## config.mk

```make
export PLATFORM = sky130hd
export DESIGN_NAME = flpm_ram
export DESIGN_NICKNAME = d
export VERILOG_FILES = /design/src/design/flpm_ram.sv
export SDC_FILE = /design/constraint.sdc
export NUM_CORES = 1
export LEC_CHECK = 0
export BUFFER_PORTS_ARGS = -buffer_cell sky130_fd_sc_hd__clkbuf_2
export CORE_ASPECT_RATIO = 1.1
export CORE_UTILIZATION = 60
export DETAILED_ROUTE_END_ITERATION = 10
export MAX_ROUTING_LAYER = met4
export PLACE_DENSITY_LB_ADDON = 0.15
export RECOVER_POWER = 50
export SKIP_LAST_GASP = 1
export SLEW_MARGIN = 20
export SYNTH_ARGS = -nofsm -noshare
export SYNTH_HDL_FRONTEND = slang
export SYNTH_SLANG_ARGS = --single-unit
```

## constraint.sdc

```tcl
create_clock -name clk -period 4.26 [get_ports clk]
set_input_delay 0.852 -clock clk [delete_from_list [all_inputs] [get_ports clk]]
set_output_delay 0.852 -clock clk [all_outputs]
set_load 0.02 [all_outputs]
```

## src/design/flpm_ram.sv

```systemverilog
// ----------------------------------------------------------------------------
// flpm_ram: generic single-port synchronous RAM
// One access per cycle; read data registered, returning old data on a write.
// ----------------------------------------------------------------------------
module flpm_ram #(
  parameter int unsigned WIDTH = 8,
  parameter int unsigned DEPTH = 16,
  parameter int unsigned AW    = (DEPTH > 1) ? $clog2(DEPTH) : 1
) (
  input  logic             clk,
  input  logic             we,
  input  logic [AW-1:0]    addr,
  input  logic [WIDTH-1:0] wdata,
  output logic [WIDTH-1:0] rdata
);
  logic [WIDTH-1:0] mem [DEPTH];

  always_ff @(posedge clk) begin
    if (we) begin
      mem[addr] <= wdata;
    end
    rdata <= mem[addr];
  end
endmodule
```

==> summary.txt <==
Run status
  – Status: completed

Drt
  – DRT met1 WL: around 3.7 mm
  – DR vias: between 2000 and 2500
  – Vias/cell: 6.07
  – DR WL/cell: 23.3 um
  – Top layer in use: met4
  – Drt pass-1 iters: 4
  – Aggregate routed wire length: 8.99 mm
  – Drt drc: 0
  – Metal3 WL: 568 um
  – Antenna Nets Post-Route: 0
  – 1st-iter DRT viols: 161
  – Met2 wire length: 4.61 mm

Hold path
  – Hold Path Origin: mem[14][7]
  – Hold Path Cell Cnt: 3
  – Min-delay worst type: register to register
  – Worst Hold End: rdata[7]

Setup path
  – Startpoint types: primary input
  – Worst EP arrival: around 3100 ps
  – Worst R2R Start: mem[15][4]
  – Reg2reg setup slack: 2930 ps
  – CP endpoint kind: register
  – Kind of critical path: primary input to register
  – CP max FO: 16
  – R2R depth: 3
  – Reg2Reg Capture Point: rdata[4]
  – Req. time, crit path: 4650 ps

Cells and area
  – Final nets: 280
  – Post-Route Utilization: 0.721
  – Design area: 5790 um2
  – Proportion of layout cells with a drive suffix above 1: 0.273
  – Area delta synth->final: 14.3%
  – Diodes inserted: 0

Clock tree
  – Total CTS buffers: 17
  – Post-CTS Setup Inserts: 0
  – CTS tree: built
  – CTS sink cnt: 136
  – Post-cts resize count: 0
  – Root Buffer: clkbuf_8
  – Worst-path clk slew: 60 ps
  – CTS hold repair buffers: 0
  – Worst-Skew Late Latency: 510 ps
  – Clock buffer depth: 2
  – H-tree Lvls: 4

Floorplan
  – Io pins: 22
  – Die Footprint: 8820 um2
  – CORE AREA: 8040 um2
  – Starting Density: 0.630
  – Row count: 34
  – Height of the die: about 98 um
  – Die width: 89.6 um

Pwr
  – PD cells: around 500 nW/um2
  – Sw frac: 0.202
  – Pint: 0.00231 W
  – Leak Pwr: 1.87 nW
  – Comb pwr share: 0.048
  – Switch Pwr: 0.000585 W
  – Peak VDD IR: 0.357 mV
  – Sequential share of power: 0.521
  – Clk network pwr share: 0.431

Global route
  – Total GRT Usage: 0.239
  – Vias in the first global route: about 2400
  – First-pass GRT wire length: 13.5 mm
  – Antenna violations before repair: 0
  – Largest net degree at the start of global routing: 31
  – Grt ovf: 0

Timing
  – Fin worst setup slack: ~1600 ps
  – Final-report hold violation count: 0
  – Least-Margin Pin Slew: around 1200 ps
  – Endpoints failing setup: 0
  – TNS Setup: 0 ps
  – Period utilization: 0.624
  – Post-Route Skew: about 6.7 ps
  – Fmax: 0.376 GHz
  – Slew HR: 0.202
  – Final Max Tran Viols: 0
  – Min cycle time layout: 2660 ps
  – RSZ-0062 raised after global routing: false

Logic synthesis
  – Sequential area share after synthesis: 0.790
  – Post-Syn Area: about 5100 um2
  – YS warnings: 0
  – #FFs+latches synth: approximately 140
  – Synthesized netlist cell count: 230
  – Library cells used by synthesis: 18
  – Syn nets: 244
  – Syn_area_per_cell: 22.0 um2

Job
  – Maxcap violations: 0

Placed design
  – Worst slack, placed: about 1500 ps
  – Post-DP Area: 5300 um2
  – DP HPWL: 5.67 mm
  – Final GP Congestion: between 0.7 and 0.8
  – Port-buffer cells: 21
cells by family after synthesis:
family,Yosys count,share of synthesized area
buf+inv,11,0.0119
simple gates,35,0.0321
compound gates,16,0.0237
mux,32,0.142
flops,136,0.790
cell usage in the layout, fill, tap and decap left out:
| cell type | instances |
|---|---|
| dfxtp_1 | 8 |
| bufinv_16 | 1 |
| or3b_2 | 1 |
| clkbuf_16 | 16 |
| nand2b_1 | 2 |
| clkinv_2 | 4 |
| nor2_1 | 13 |
| clkbuf_8 | 1 |
| nand2_1 | 9 |
| and2_1 | 1 |
| nand3_1 | 1 |
| clkinvlp_4 | 3 |
| nor3_1 | 4 |
| clkbuf_1 | 13 |
| mux4_2 | 32 |
| nor2b_1 | 2 |
| nand3b_1 | 2 |
| edfxtp_1 | 128 |
| clkinv_1 | 3 |
| clkbuf_2 | 12 |
| buf_4 | 6 |
| a22oi_1 | 16 |
critical path: stages:
cell	delay, ps
clkbuf_1	860
buf_4	400
mux4_2	520
a22oi_1	320
nand2_1	80
registers in the layout, summed over array words and instances (netlist names):
| register | cells |
|---|---|
| mem | 128 |
| rdata | 8 |
power groups by stage:
stage / Combinational (W) / Clock [W] / Sequential (W)
after floorplan: 0.0000771 / 0 / 0.00154
after global placement: 0.000141 / 0 / 0.00153
after detailed placement: 0.000142 / 0 / 0.00153
after CTS: 0.000143 / 0.00125 / 0.00151
after global routing: 0.000151 / 0.00131 / 0.00151
final: 0.000139 / 0.00125 / 0.00151
cell type report:
cell class | instances | area, um2
multi-input combinational | 83 | 1000
tap | 108 | 135
fill | 486 | 2250
timing repair buffer | 28 | 143
sequential | 136 | 4000
clock inverter | 11 | 83.8
clock buffer | 20 | 425
per-layer routing:
| metal | track usage | vias to the layer above |
|---|---|---|
| met5 | - | - |
| met4 | 0.0781 | 0 |
| met3 | 0.0761 | 19 |
| met2 | 0.367 | 94 |
| met1 | 0.307 | 1193 |
| li1 | - | 1038 |
Yosys cell counts:
cell      instances  area (um2)
a22oi_1          16         120
and2_1            1        6.26
buf_1             4        15.0
buf_2             2        10.0
buf_6             2        22.5
clkbuf_1          2        7.51
clkbuf_2          1        5.00
dfxtp_1           8         160
edfxtp_1        128        3840
mux4_2           32         721
nand2_1           9        33.8
nand2b_1          2        12.5
nand3_1           1        5.00
nand3b_1          2        15.0
nor2_1           13        48.8
nor2b_1           2        12.5
nor3_1            4        20.0
or3b_2            1        8.76
worst max-delay path by stage:
| stage | from | endpoint | slack (ps) |
|---|---|---|---|
| 2_1_floorplan | addr[2] | mem[0][0] | 1910 |
| 3_3_place_gp | addr[0] | rdata[4] | 1530 |
| 3_5_place_dp | addr[0] | rdata[1] | 1520 |
| 4_1_cts | addr[0] | rdata[1] | 2050 |
| 5_1_grt | addr[0] | rdata[6] | 1380 |
| 6_report | addr[0] | rdata[4] | 1600 |
per-stage QoR:
| step | instances | total power, W | hold WS [ps] |
|---|---|---|---|
| after floorplan | 230 | 0.00162 | 635 |
| after global placement | 355 | 0.00167 | 663 |
| after detailed placement | 355 | 0.00168 | 671 |
| after CTS | 386 | 0.00290 | 681 |
| after global routing | 386 | 0.00297 | 707 |
| final | 386 | 0.00289 | 683 |
Power figures use the tool's default switching activity.
